[src/rtl/rxcd_pkg.sv]
`timescale 1ns / 1ps
// Shared types and constants for the run-XOR chunk de-obfuscator.
// No dependencies; every other file in rtl/ imports this package.
package rxcd_pkg;

  // Item kinds carried on the input tuser bit.
  typedef enum logic {
    OP_LOAD = 1'b0,
    OP_BYTE = 1'b1
  } op_t;

  // Error codes, reported only on the final word of a chunk.
  typedef enum logic [1:0] {
    ERR_NONE  = 2'd0,
    ERR_LEN   = 2'd1,
    ERR_PLACE = 2'd2
  } err_t;

  localparam logic [7:0] VERSION_MIN  = 8'h1B;
  localparam logic [7:0] KEY_FLIP     = 8'hFF;
  localparam logic [7:0] NAME_XOR     = 8'h55;
  localparam logic [6:0] NAME_BYTES   = 7'd16;
  localparam logic [6:0] STRIDE_LONG  = 7'h64;
  localparam logic [6:0] STRIDE_SHORT = 7'h54;
  localparam logic [31:0] REC_BASE    = 32'd32;

  // End of the last name field is count*stride + REC_BASE + NAME_BYTES - stride.
  localparam logic [31:0] LIM_ADJ_LONG  = 32'd52;  // 100 - 48
  localparam logic [31:0] LIM_ADJ_SHORT = 32'd36;  // 84 - 48

  // One processed chunk byte.
  typedef struct packed {
    logic [7:0] data;
    logic       last;
    err_t       err;
  } res_t;

  // Key table read request from the core.
  typedef struct packed {
    logic       en;
    logic [7:0] addr;
  } key_rd_t;

endpackage

[src/rtl/rxcd_keymem.sv]
`timescale 1ns / 1ps
// 256 x 8 key table: one write port, one read port with registered data.
// Depends on rxcd_pkg for the read request struct.
module rxcd_keymem (
  input  logic             clk,
  input  logic             wr_en,
  input  logic [7:0]       wr_addr,
  input  logic [7:0]       wr_data,
  input  rxcd_pkg::key_rd_t rd_req,
  output logic [7:0]       rd_data
);
  import rxcd_pkg::*;

  logic [7:0] mem [256];
  logic [7:0] rd_data_r;

  always_ff @(posedge clk) begin
    if (wr_en) begin
      mem[wr_addr] <= wr_data;
    end
  end

  // Read data holds until the next read, so the key stays put across idle gaps.
  always_ff @(posedge clk) begin
    if (rd_req.en) begin
      rd_data_r <= mem[rd_req.addr];
    end
  end

  assign rd_data = rd_data_r;

endmodule

[src/rtl/rxcd_core.sv]
`timescale 1ns / 1ps
// Per-chunk state and the single-pass byte transform (run inversion, name xor).
// Depends on rxcd_pkg; reads the key table through rxcd_keymem.
module rxcd_core (
  input  logic               clk,
  input  logic               rst_n,
  input  logic               byte_go,
  input  logic [7:0]         data_byte,
  input  logic               last,
  input  logic [7:0]         key_rd,
  output rxcd_pkg::key_rd_t  key_req,
  output rxcd_pkg::res_t     res
);
  import rxcd_pkg::*;

  logic [31:0] pos_r, pos_nxt;
  logic [7:0]  ver_r, ver_nxt;
  logic [23:0] dl_r, dl_nxt;
  logic [23:0] rc_r, rc_nxt;
  logic [31:0] tew_r, tew_nxt;
  logic [31:0] key_r, key_nxt;
  logic [31:0] step_r, step_nxt;
  logic [4:0]  rr_r, rr_nxt;
  logic        inv_r, inv_nxt;
  logic        short_r, short_nxt;
  logic [6:0]  ro_r, ro_nxt;
  logic [23:0] rn_r, rn_nxt;

  logic        enc;
  logic [31:0] key_eff;
  logic        run_start;
  logic [4:0]  run_len;
  logic [32:0] run_end;
  logic [4:0]  rr_eff;
  logic        inv_eff;
  logic [7:0]  b1, b2;
  logic [31:0] prod84, prod100, lim;
  logic [6:0]  stride;
  logic [6:0]  ro_inc;
  logic [32:0] size;
  err_t        err;

  // The start key was read from the table on the byte at position 7.
  assign key_eff = (pos_r == 32'd8) ? {24'd0, key_rd} : key_r;
  assign key_req.en   = byte_go && (pos_r == 32'd7);
  assign key_req.addr = data_byte ^ KEY_FLIP;

  assign prod84  = {8'd0, rc_r} * 32'd84;
  assign prod100 = {8'd0, rc_r} * 32'd100;

  always_comb begin
    ver_nxt   = ver_r;
    dl_nxt    = dl_r;
    rc_nxt    = rc_r;
    tew_nxt   = tew_r;
    key_nxt   = key_r;
    step_nxt  = step_r;
    rr_nxt    = rr_r;
    inv_nxt   = inv_r;
    short_nxt = short_r;
    ro_nxt    = ro_r;
    rn_nxt    = rn_r;
    run_start = 1'b0;
    run_len   = {2'b10, key_eff[6:4]};
    run_end   = {1'b0, pos_r} + {28'd0, run_len};
    rr_eff    = rr_r;
    inv_eff   = inv_r;
    b1        = data_byte;
    stride    = short_r ? STRIDE_SHORT : STRIDE_LONG;
    ro_inc    = ro_r + 7'd1;
    size      = {1'b0, pos_r} + 33'd1;
    lim       = 32'd0;
    err       = ERR_NONE;

    // Header fields, little-endian.
    case (pos_r)
      32'd0: dl_nxt[7:0]   = data_byte;
      32'd1: dl_nxt[15:8]  = data_byte;
      32'd2: dl_nxt[23:16] = data_byte;
      32'd3: ver_nxt       = data_byte;
      32'd4: rc_nxt[7:0]   = data_byte;
      32'd5: rc_nxt[15:8]  = data_byte;
      32'd6: rc_nxt[23:16] = data_byte;
      default: ;
    endcase
    enc = (pos_r >= 32'd3) && (ver_nxt >= VERSION_MIN);

    if (enc && pos_r >= 32'd8) begin
      run_start = (rr_r == 5'd0) && (pos_r < {8'd0, dl_r});
      if (run_start) begin
        step_nxt = step_r + 32'd1;
        key_nxt  = key_eff + step_nxt;
        rr_eff   = run_len;
        inv_eff  = key_eff[0] && (run_end < {9'd0, dl_r});
        inv_nxt  = inv_eff;
      end
      if (rr_eff != 5'd0) begin
        if (inv_eff) begin
          b1 = ~data_byte;
        end
        rr_nxt = rr_eff - 5'd1;
      end
    end

    // Table end word is taken after inversion; it picks the record stride.
    if (pos_r >= 32'd20 && pos_r < 32'd24) begin
      case (pos_r[1:0])
        2'd0: tew_nxt[7:0]   = b1;
        2'd1: tew_nxt[15:8]  = b1;
        2'd2: tew_nxt[23:16] = b1;
        default: tew_nxt[31:24] = b1;
      endcase
      if (pos_r == 32'd23) begin
        short_nxt = (rc_r != 24'd0) && ((REC_BASE + prod84) == tew_nxt);
      end
    end

    b2 = b1;
    if (enc && pos_r >= REC_BASE && rn_r < rc_r) begin
      if (ro_r < NAME_BYTES) begin
        b2 = b1 ^ NAME_XOR;
      end
      if (ro_inc >= stride) begin
        ro_nxt = 7'd0;
        rn_nxt = rn_r + 24'd1;
      end else begin
        ro_nxt = ro_inc;
      end
    end

    lim = short_nxt ? (prod84 - LIM_ADJ_SHORT) : (prod100 - LIM_ADJ_LONG);
    if (last && enc && size >= 33'd8) begin
      if ({9'd0, dl_r} > size) begin
        err = ERR_LEN;
      end else if (rc_r != 24'd0 && {1'b0, lim} > size) begin
        err = ERR_PLACE;
      end
    end

    pos_nxt = (pos_r == 32'hFFFF_FFFF) ? pos_r : pos_r + 32'd1;
  end

  assign res.data = b2;
  assign res.last = last;
  assign res.err  = err;

  always_ff @(posedge clk) begin
    if (!rst_n || (byte_go && last)) begin
      pos_r   <= '0;
      ver_r   <= '0;
      dl_r    <= '0;
      rc_r    <= '0;
      tew_r   <= '0;
      key_r   <= '0;
      step_r  <= '0;
      rr_r    <= '0;
      inv_r   <= 1'b0;
      short_r <= 1'b0;
      ro_r    <= '0;
      rn_r    <= '0;
    end else if (byte_go) begin
      pos_r   <= pos_nxt;
      ver_r   <= ver_nxt;
      dl_r    <= dl_nxt;
      rc_r    <= rc_nxt;
      tew_r   <= tew_nxt;
      key_r   <= key_nxt;
      step_r  <= step_nxt;
      rr_r    <= rr_nxt;
      inv_r   <= inv_nxt;
      short_r <= short_nxt;
      ro_r    <= ro_nxt;
      rn_r    <= rn_nxt;
    end
  end

endmodule

[src/rtl/run_xor_chunk_deobfuscator.sv]
`timescale 1ns / 1ps
// Top level of the run-XOR chunk de-obfuscator: stream ports and result register.
// Depends on rxcd_pkg, rxcd_keymem and rxcd_core.
//
//  channel | direction | carries
//  in_*    | slave     | key table loads and chunk bytes, one word per cycle
//  out_*   | master    | one processed byte per chunk byte word
//
// The transform sits between the chunk state registers and the output register.
// One word is accepted every cycle while the output register is empty or being
// drained; load words never produce output.
// The key table read at byte 7 is registered and used from byte 8 on.
// rst_n clears the chunk state and the output valid; the key table is not cleared.
module run_xor_chunk_deobfuscator (
  input  logic        clk,
  input  logic        rst_n,
  input  logic        in_tvalid,
  output logic        in_tready,
  input  logic [23:0] in_tdata,  // table_index[7:0], table_value[15:8], data_byte[23:16]
  input  logic        in_tuser,  // operation: 0 key load, 1 chunk byte
  input  logic        in_tlast,
  output logic        out_tvalid,
  input  logic        out_tready,
  output logic [15:0] out_tdata, // out_byte[7:0], error_code[9:8], zeros above
  output logic        out_tlast
);
  import rxcd_pkg::*;

  logic    accept;
  logic    byte_go;
  logic    load_go;
  logic [7:0] key_rd;
  key_rd_t key_req;
  res_t    res;
  res_t    res_r;
  logic    out_valid_r, out_valid_nxt;

  assign in_tready = !out_valid_r || out_tready;
  assign accept    = in_tvalid && in_tready;
  assign byte_go   = accept && (op_t'(in_tuser) == OP_BYTE);
  assign load_go   = accept && (op_t'(in_tuser) == OP_LOAD);

  rxcd_keymem u_keymem (
    .clk     (clk),
    .wr_en   (load_go),
    .wr_addr (in_tdata[7:0]),
    .wr_data (in_tdata[15:8]),
    .rd_req  (key_req),
    .rd_data (key_rd)
  );

  rxcd_core u_core (
    .clk       (clk),
    .rst_n     (rst_n),
    .byte_go   (byte_go),
    .data_byte (in_tdata[23:16]),
    .last      (in_tlast),
    .key_rd    (key_rd),
    .key_req   (key_req),
    .res       (res)
  );

  always_comb begin
    out_valid_nxt = out_valid_r;
    if (byte_go) begin
      out_valid_nxt = 1'b1;
    end else if (out_tready) begin
      out_valid_nxt = 1'b0;
    end
  end

  always_ff @(posedge clk) begin
    if (!rst_n) begin
      out_valid_r <= 1'b0;
    end else begin
      out_valid_r <= out_valid_nxt;
    end
  end

  always_ff @(posedge clk) begin
    if (byte_go) begin
      res_r <= res;
    end
  end

  assign out_tvalid = out_valid_r;
  assign out_tdata  = {6'd0, res_r.err, res_r.data};
  assign out_tlast  = res_r.last;

endmodule
[config.mk]
export PLATFORM = sky130hd
export DESIGN_NAME = run_xor_chunk_deobfuscator
export DESIGN_NICKNAME = d
export VERILOG_FILES = /design/src/rtl/rxcd_pkg.sv /design/src/rtl/rxcd_keymem.sv /design/src/rtl/rxcd_core.sv /design/src/rtl/run_xor_chunk_deobfuscator.sv
export SDC_FILE = /design/constraint.sdc
export NUM_CORES = 2
export LEC_CHECK = 0
export ABC_AREA = 1
export BUFFER_PORTS_ARGS = -buffer_cell sky130_fd_sc_hd__buf_2
export CAP_MARGIN = 20
export CORE_MARGIN = 2
export CORE_UTILIZATION = 50
export DETAILED_ROUTE_END_ITERATION = 7
export PLACE_DENSITY = 0.68
export SLEW_MARGIN = 10
export SYNTH_ARGS = -nofsm -noshare
export SYNTH_HDL_FRONTEND = slang
export SYNTH_SLANG_ARGS = --single-unit
[constraint.sdc]
create_clock -name clk -period 9.55 [get_ports clk]
set_clock_uncertainty 0.2 [all_clocks]
set_input_delay 0.955 -clock clk [delete_from_list [all_inputs] [get_ports clk]]
set_output_delay 0.955 -clock clk [all_outputs]
set_load 0.02 [all_outputs]
=== Word-level counts from Yosys, hierarchy flattened ===
Memories as Yosys holds them, arrays and structs flattened. A register that Yosys moved wholly into a read port is not among the register bits.
Cells that the tools add are included.

* Register bits: 234
* Memory bits (writable): 2048
* Input port bits: 30
* Output and inout bits: 19
* Logic and storage cells: 138
* Memories: 1

{| class="wikitable"
|+ Memory list
! memory !! depth !! width !! read ports !! clocked after Yosys merged registers in !! wr ports !! line !! RTL
|-
| u_keymem.mem || 256 || 8 || 1 || 1 || 1 || rxcd_keymem.sv:14 || <nowiki>logic [7:0] mem [256];</nowiki>
|}

* Add/subtract/negate cells: 11
* Multiply operators: 2
* Magnitude comparators: 14
* Eq/ne operators: 13
* Mux-type cells: 30
* Bitwise logic cells: 5
* Reductions and logical operators: 41

{| class="wikitable"
|+ Operators by type and width
! kind !! count
|-
| equality test 32 x 3 -> 1 bit, second input constant || 4
|-
| 2-to-1 mux 8 bit || 12
|-
| adder 32 x 1 -> 32 bit, second input constant || 2
|-
| equality test 32 x 2 -> 1 bit, second input constant || 2
|-
| 2-to-1 mux 32 bit || 2
|-
| subtractor 31 x 6 -> 32 bit, second input constant || 2
|-
| multiplier 24 x 5 -> 29 bit, second input constant || 2
|-
| adder 32 x 1 -> 33 bit, second input constant || 1
|-
| adder 32 x 5 -> 33 bit || 1
|-
| greater-or-equal comparator 33 x 4 -> 1 bit, second input constant || 1
|-
| > comparator 24 x 33 -> 1 bit || 1
|-
| > comparator 32 x 33 -> 1 bit || 1
|-
| less-than comparator 33 x 24 -> 1 bit || 1
|-
| adder 32 bit || 1
|-
| adder 6 x 31 -> 32 bit, first input constant || 1
|-
| equality test 32 x 1 -> 1 bit, second input constant || 1
|-
| equality test 32 bit || 1
|-
| equality test 32 bit, second input constant || 1
|-
| equality test 32 x 4 -> 1 bit, second input constant || 1
|-
| equality test 32 x 5 -> 1 bit, second input constant || 1
|-
| greater-or-equal comparator 32 x 2 -> 1 bit, second input constant || 1
|-
| greater-or-equal comparator 32 x 4 -> 1 bit, second input constant || 1
|-
| greater-or-equal comparator 32 x 5 -> 1 bit, second input constant || 1
|-
| greater-or-equal comparator 32 x 6 -> 1 bit, second input constant || 1
|-
| 32 further kinds || 73
|}

=== Logic depth before layout (Yosys ltp) ===
* Depth in word-level cells: 21
* Mapped depth: 64
* Mapped depth without buffers: 62

=== By module ===
From an unflattened synthesis, not the netlist that was laid out.

* Cell total of the unflattened synthesis: 10295
* Area total of the unflattened synthesis: 104936.9 um2

{| class="wikitable"
|+ By module, submodules not included
! module !! times used !! cells an instance !! area each (um2) !! sequential area each (um2)
|-
| rxcd_keymem || 1 || 7003 || 83476.3 || 61739.2
|-
| rxcd_core || 1 || 3263 || 21020.2 || 3443.3
|-
| run_xor_chunk_deobfuscator || 1 || 29 || 440.4 || 350.3
|}

=== Least setup slack after synthesis ===
No wires, ideal clock.

* Path kind: reg2reg
* Start point: register u_core.pos_r[4]
* End point: register res_r, in the netlist out_tdata[9] (data pin)
* Library setup time: 0.260 ns
* Arrival time: 6.189 ns
* Data required time: 9.090 ns
* Setup slack: 2.901 ns
* Cell stages (with the launch flop): 59
* Path buffers: 3
* Clock period less this slack: 6.649 ns
* Cell sequence: dfxtp_1 -> inv_2 -> nand2_1 -> nor2_1 -> nand2_1 -> nor2_1 -> nand2_1 -> buf_2 -> o21ai_0 -> inv_1 -> ha_1 -> fa_1 -> nand3_1 -> nand3_1 -> nand2_1 -> nor2_1 -> xor2_1 -> ha_1 -> (+23 left out) -> buf_2 -> nand3_1 -> nand2_1 -> inv_1 -> ha_1 -> a21oi_1 -> a21oi_1 -> a211oi_1 -> o21ai_0 -> nand2_1 -> a31o_2 -> inv_1 -> o21bai_1 -> a21oi_1 -> o21ai_0 -> nand2_1 -> nand4_1 -> a21oi_1

* Word-level cells in the longest chain between the ends: 20
* Elaborated cells on any way between the ends: 49
* Classes of those cells: add/sub (2); order compare (10); eq/ne (4); mux (21); bitwise (1); reduce/logical (11)

{| class="wikitable"
|+ RTL lines
! what !! line !! RTL
|-
| start: declaration || rxcd_core.sv:16 || <nowiki>logic [31:0] pos_r, pos_nxt;</nowiki>
|-
| start signal: assignment || rxcd_core.sv:162 || <nowiki>pos_r <= pos_nxt;</nowiki>
|-
| equality test 32 x 4 -> 1 bit || rxcd_core.sv:44 || <nowiki>assign key_eff = (pos_r == 32'd8) ? {24'd0, key_rd} : key_r;</nowiki>
|-
| 2-to-1 mux 32 bit || rxcd_core.sv:44 ||
|-
| adder 32 x 5 -> 33 bit || rxcd_core.sv:65 || <nowiki>run_end = {1'b0, pos_r} + {28'd0, run_len};</nowiki>
|-
| less-than comparator 33 x 24 -> 1 bit || rxcd_core.sv:94 || <nowiki>inv_eff = key_eff[0] && (run_end < {9'd0, dl_r});</nowiki>
|-
| logical AND 1 bit || rxcd_core.sv:94 ||
|-
| 2-to-1 mux 1 bit || rxcd_core.sv:90 || <nowiki>if (run_start) begin</nowiki>
|-
| 2-to-1 mux 1 bit || rxcd_core.sv:88 || <nowiki>if (enc && pos_r >= 32'd8) begin</nowiki>
|-
| 2-to-1 mux 8 bit || rxcd_core.sv:98 || <nowiki>if (inv_eff) begin</nowiki>
|-
| (+4 left out) || - ||
|-
| equality test 32 bit || rxcd_core.sv:114 || <nowiki>short_nxt = (rc_r != 24'd0) && ((REC_BASE + prod84) == tew_nxt);</nowiki>
|-
| logical AND 1 bit || rxcd_core.sv:114 ||
|-
| 2-to-1 mux 1 bit || rxcd_core.sv:113 || <nowiki>if (pos_r == 32'd23) begin</nowiki>
|-
| 2-to-1 mux 1 bit || rxcd_core.sv:106 || <nowiki>if (pos_r >= 32'd20 && pos_r < 32'd24) begin</nowiki>
|-
| 2-to-1 mux 32 bit || rxcd_core.sv:131 || <nowiki>lim = short_nxt ? (prod84 - LIM_ADJ_SHORT) : (prod100 - LIM_ADJ_LONG);</nowiki>
|-
| > comparator 32 x 33 -> 1 bit || rxcd_core.sv:135 || <nowiki>end else if (rc_r != 24'd0 && {1'b0, lim} > size) begin</nowiki>
|-
| logical AND 1 bit || rxcd_core.sv:135 ||
|-
| 2-to-1 mux 2 bit || rxcd_core.sv:135 ||
|-
| end signal: assignment || run_xor_chunk_deobfuscator.sv:82 || <nowiki>res_r <= res;</nowiki>
|-
| end: declaration || run_xor_chunk_deobfuscator.sv:35 || <nowiki>res_t res_r;</nowiki>
|}

Parallel ways exist; a longest one is shown, timed or not. The select of a mux whose other input is x is not followed.
A chain may end at the register's enable or synchronous reset.

=== Final worst setup path ===
* Start point: register u_core.pos_r[0]
* End point: register res_r, in the netlist out_tdata[9] (data pin)

* Elaborated cells on any way between the ends: 53
* Classes of those cells: add/sub (2); order compare (10); eq/ne (6); mux (21); bitwise (1); reduce/logical (13)

{| class="wikitable"
|+ RTL lines
! what !! line !! RTL
|-
| adder 32 x 1 -> 33 bit * || rxcd_core.sv:71 || <nowiki>size = {1'b0, pos_r} + 33'd1;</nowiki>
|-
| named net u_core.size[0] || rxcd_core.sv:40 || <nowiki>logic [32:0] size;</nowiki>
|-
| greater-or-equal comparator 33 x 4 -> 1 bit || rxcd_core.sv:132 || <nowiki>if (last && enc && size >= 33'd8) begin</nowiki>
|-
| logical AND 1 bit || rxcd_core.sv:132 ||
|-
| inverter 1 bit (no line) || - ||
|-
| OR reduction 2 bit (no line) || - ||
|}

The timed path passes the listed nets; every way through them passes the cells marked *. The select of a mux whose other input is x is not followed.

==> metrics.json <==
{
  "io_buffers": {"value": 41},
  "postRouteWirelength": {"value": 262000, "unit": "um"},
  "r2r-end": {"value": "out_tdata[9]"},
  "critical_path_arrival": {"value": 9120, "unit": "ps"},
  "synthXorXnorAreaFrac": {"value": 1.62, "unit": "%"},
  "maxSlewHeadroom": {"value": 14.4, "unit": "%"},
  "cts_sinks": {"value": 1983},
  "fin_setup_tns": {"value": 0, "unit": "ps"},
  "initial_core_util": {"value": 50.4, "unit": "%"},
  "critPathKind": {"value": "register to register"},
  "setup_repair_after_global_routing_missed_its_margin": {"value": "false"},
  "clock_latency_on_the_worst_skew_pair": {"value": 860, "unit": "ps"},
  "max_clock_freq": {"value": 0.114, "unit": "GHz"},
  "clkSlewWorstSetupHoldPaths": {"value": 60, "unit": "ps"},
  "global_route_wire_length_before_repair": {"value": 392000, "unit": "um"},
  "async_flop_share": {"value": 0, "unit": "%"},
  "yosys_register_bits": {"value": 1983},
  "drt_pass1_iterations": {"value": 7},
  "dominantRegCellSynth": {"value": "edfxtp_1"},
  "synth.area.top_cells": {"value": "edfxtp_1 (59%), nor2_1 (7.3%), o21ai_0 (7.2%), ha_1 (4.2%), dfxtp_1 (3.7%)"},
  "intPower": {"value": 14200, "unit": "uW"},
  "worst-endpoint-required": {"value": 9930, "unit": "ps"},
  "fraction_of_the_mapped_netlist_area_in_compound_gates": {"value": 13.6, "unit": "%"},
  "die_x": {"value": 434, "unit": "um"},
  "layout-drive-gt1-share": {"value": 6.36, "unit": "%"},
  "yosys_warnings": {"value": 0},
  "outcome": {"value": "finished clean"},
  "synth_largest_area_cell": {"value": "edfxtp_1"},
  "clock-root-buffer": {"value": "clkbuf_16"},
  "cts-root-to-sink-buffers": {"value": 3},
  "report.final.setup_viol": {"value": 0},
  "vias": {"value": 67000},
  "hp-class": {"value": "primary input to register"},
  "grtUsageTotal": {"value": 27.3, "unit": "%"},
  "seqPwrFrac": {"value": 51.1, "unit": "%"},
  "largest_net_degree_at_the_start_of_global_routing": {"value": 185},
  "critical_path.startpoint": {"value": "u_core.pos_r[0]"},
  "power.switching_fraction": {"value": 23.9, "unit": "%"},
  "yosysMostFrequentCell": {"value": "edfxtp_1"},
  "ys_top_cells_by_count": {"value": "edfxtp_1 (1810), nor2_1 (1789), o21ai_0 (1330)"},
  "setup.worst_path.start_class": {"value": "register"},
  "vdd_drop_max": {"value": 0.000201, "unit": "V"},
  "worstSetupEndpoint": {"value": "out_tdata[9]"},
  "placed_cell_area": {"value": 0.0948, "unit": "mm^2"},
  "remaining_global_route_overflow": {"value": 0},
  "reg2reg_setup_slack": {"value": 800, "unit": "ps"},
  "total_count_of_hold_check_failures_in_the_final_report": {"value": 0},
  "ant_nets": {"value": 0},
  "r2r_start": {"value": "u_core.pos_r[0]"},
  "syn-cell-area": {"value": 0.0925, "unit": "mm^2"},
  "drt_first_iter_violations": {"value": 8544},
  "final_design_area_no_fill": {"value": 0.101, "unit": "mm^2"},
  "worst-slew-pin-transition": {"value": 1270, "unit": "ps"},
  "power.density_cell_area": {"value": 184, "unit": "mW/mm^2"},
  "detail_route.drc_violations": {"value": 0},
  "synthCells": {"value": 8734},
  "average_detailed_routed_wire_length_per_instance": {"value": 23.3, "unit": "um"},
  "ios": {"value": 49},
  "power.share.combinational": {"value": 7.2, "unit": "%"},
  "synth.lib_cells_used.distinct": {"value": 65},
  "crit_path_end_kind": {"value": "register"},
  "seq_area": {"value": 0.0578, "unit": "mm^2"},
  "first_global_vias": {"value": 63400},
  "synth_mux_area_share": {"value": 0.0108, "unit": "%"},
  "finalWorstPathRequiredPeriod": {"value": 8750, "unit": "ps"},
  "core_area": {"value": 0.183, "unit": "mm^2"},
  "dpl.hpwl": {"value": 160000, "unit": "um"},
  "die_h": {"value": 434, "unit": "um"},
  "timing.reg2reg.worst_path_depth": {"value": 57},
  "cts_tree": {"value": "built"},
  "cp_slowest_cell": {"value": "fa_1"},
  "die_area": {"value": 0.188, "unit": "mm^2"},
  "place.gp.congestion": {"value": 0.965},
  "synth-simple-area-share": {"value": 12.7, "unit": "%"},
  "max-cap-violations": {"value": 0},
  "htree_levels": {"value": 4},
  "routed_via_density": {"value": 5.98},
  "p_sw": {"value": 4450, "unit": "uW"},
  "clock_power_share": {"value": 41.7, "unit": "%"},
  "final_min_period_over_clock_period": {"value": 91.6, "unit": "%"},
  "avgSynthCellArea": {"value": 10.6, "unit": "um^2"},
  "rows": {"value": 157},
  "crit_path_max_incr_delay": {"value": 410, "unit": "ps"},
  "synth_edf_count": {"value": 1810},
  "area_growth": {"value": 9.59, "unit": "%"},
  "ys_seq_area_share": {"value": 62.5, "unit": "%"},
  "final.hold.worst_slack": {"value": 237, "unit": "ps"},
  "synth-adder-area-share": {"value": 5.06, "unit": "%"},
  "post-synth-top-area-fraction": {"value": 58.8, "unit": "%"},
  "fillCellCount": {"value": 15500},
  "multi_input_area": {"value": 0.0307, "unit": "mm^2"},
  "grt_antenna_before_repair": {"value": 9},
  "cts_buffers": {"value": 199},
  "path_max_fanout": {"value": 23},
  "static-leakage-power": {"value": 0.0358, "unit": "uW"},
  "maxSlewViolCount": {"value": 0},
  "critical-path-top-cell-by-count": {"value": "nand2_1"},
  "synth_top_family_by_area": {"value": "compound AO/OA/AOI/OAI gates"},
  "design.final.nets": {"value": 8954}
}
[state kept, by name, summed over array words and instances, names as in the netlist]
signal,cells
u_core.ro_r,7
u_core.tew_r,32
out_tdata,10
u_core.step_r,7
out_tvalid,1
u_core.ver_r,8
u_core.rn_r,24
u_core.short_r,1
u_core.inv_r,1
out_tlast,1
u_core.key_r,7
u_keymem.rd_data,7
u_core.dl_r,24
u_keymem.mem,1792
u_core.rc_r,24
u_core.pos_r,32
u_core.rr_r,5
[stage by stage]
step	setup slack (ps)	utilization (%)	instances	power, uW
3_5_place_dp	336	51.7	10800	11000
6_report	801	55.3	11200	18600
3_3_place_gp	385	51.7	10800	11000
5_1_grt	75.9	55.2	11200	19100
2_1_floorplan	2900	-	8739	10500
4_1_cts	305	55.2	11200	18600
[timing repair]
item	in CTS	in global routing
setup buffers	0	3
resized for setup	0	4
hold buffers	0	0
setup endpoints to repair	0	1
[power groups by stage]
| stage | registers [uW] | logic (uW) | clock network (uW) |
|---|---|---|---|
| floorplan | 9680 | 767 | 0 |
| global placement | 9690 | 1290 | 0 |
| detailed placement | 9690 | 1310 | 0 |
| CTS | 9510 | 1320 | 7810 |
| global route | 9510 | 1450 | 8140 |
| finish | 9510 | 1340 | 7750 |
[how the worst min path moves through the flow]
stage                      end             from  depth (start not counted)
2_1_floorplan  u_core.key_r[0]  u_core.key_r[0]                          2
3_3_place_gp   u_core.key_r[1]  u_core.key_r[1]                          2
3_5_place_dp   u_core.key_r[0]  u_core.key_r[0]                          2
4_1_cts              out_tlast         in_tlast                          1
5_1_grt              out_tlast         in_tlast                          1
6_report             out_tlast         in_tlast                          1
[cell usage in the layout, fill, tap and decap left out, types with 8 or more instances in the layout]
cell type and count:
nand2_2 29, xor2_1 126, clkbuf_1 40, ha_1 310, buf_12 9, buf_2 30, o21a_1 8, dfxtp_1 173
nand3_1 180, buf_8 9, o21ai_0 1329, xnor2_1 34, o21bai_1 10, nand4_1 86, edfxtp_1 1810, nor2_2 19
a21oi_1 242, nand3b_1 14, nor4_1 12, o21ai_2 11, buf_4 89, clkinv_2 41, nand2_1 640, o221ai_1 16
a211oi_1 31, inv_1 547, clkinv_1 49, o32ai_1 37, inv_2 17, o22ai_1 536, nor2_1 1787, nor3_1 60
clkbuf_16 202, o21ai_1 21, bufinv_16 15, fa_1 40, o211ai_1 16
[logic make-up after synthesis]
| kind of cell | Yosys count |
|---|---|
| fa+ha+maj | 350 |
| xor+xnor | 165 |
| compound gates | 2284 |
| mux | 1 |
| buf+inv | 1080 |
| flops | 1983 |
| other cells | 1 |
| simple gates | 2870 |
[metal layers]
metal  wire (um)  global-route usage [%]  part of all wire, %  vias up
li1            -                       -                    -    30800
met1      108000                    38.6                   41    32500
met2      120000                    42.6                   46     3206
met3       23600                    4.40                  9.0      540
met4        9990                    10.2                  3.8        4
met5          23                       0               0.0088        -
[critical path, delay by kind of cell, from the launching register on]
kind,cells,cell delay (ps)
simple gates,34,4330
compound gates,12,1460
fa+ha+maj,4,1260
buf+inv,6,660
flops,1,400
xor+xnor,1,170
[layout make-up]
class	count	area share, %
antenna	4	0.00987
clock buffer	245	5.18
clock inverter	124	1.22
inverter	575	2.15
multi-input combinational	5677	30.2
sequential	1983	57.0
tap	2464	3.04
timing repair buffer	138	1.13
Note: power is estimated with default switching activity, not from simulation.
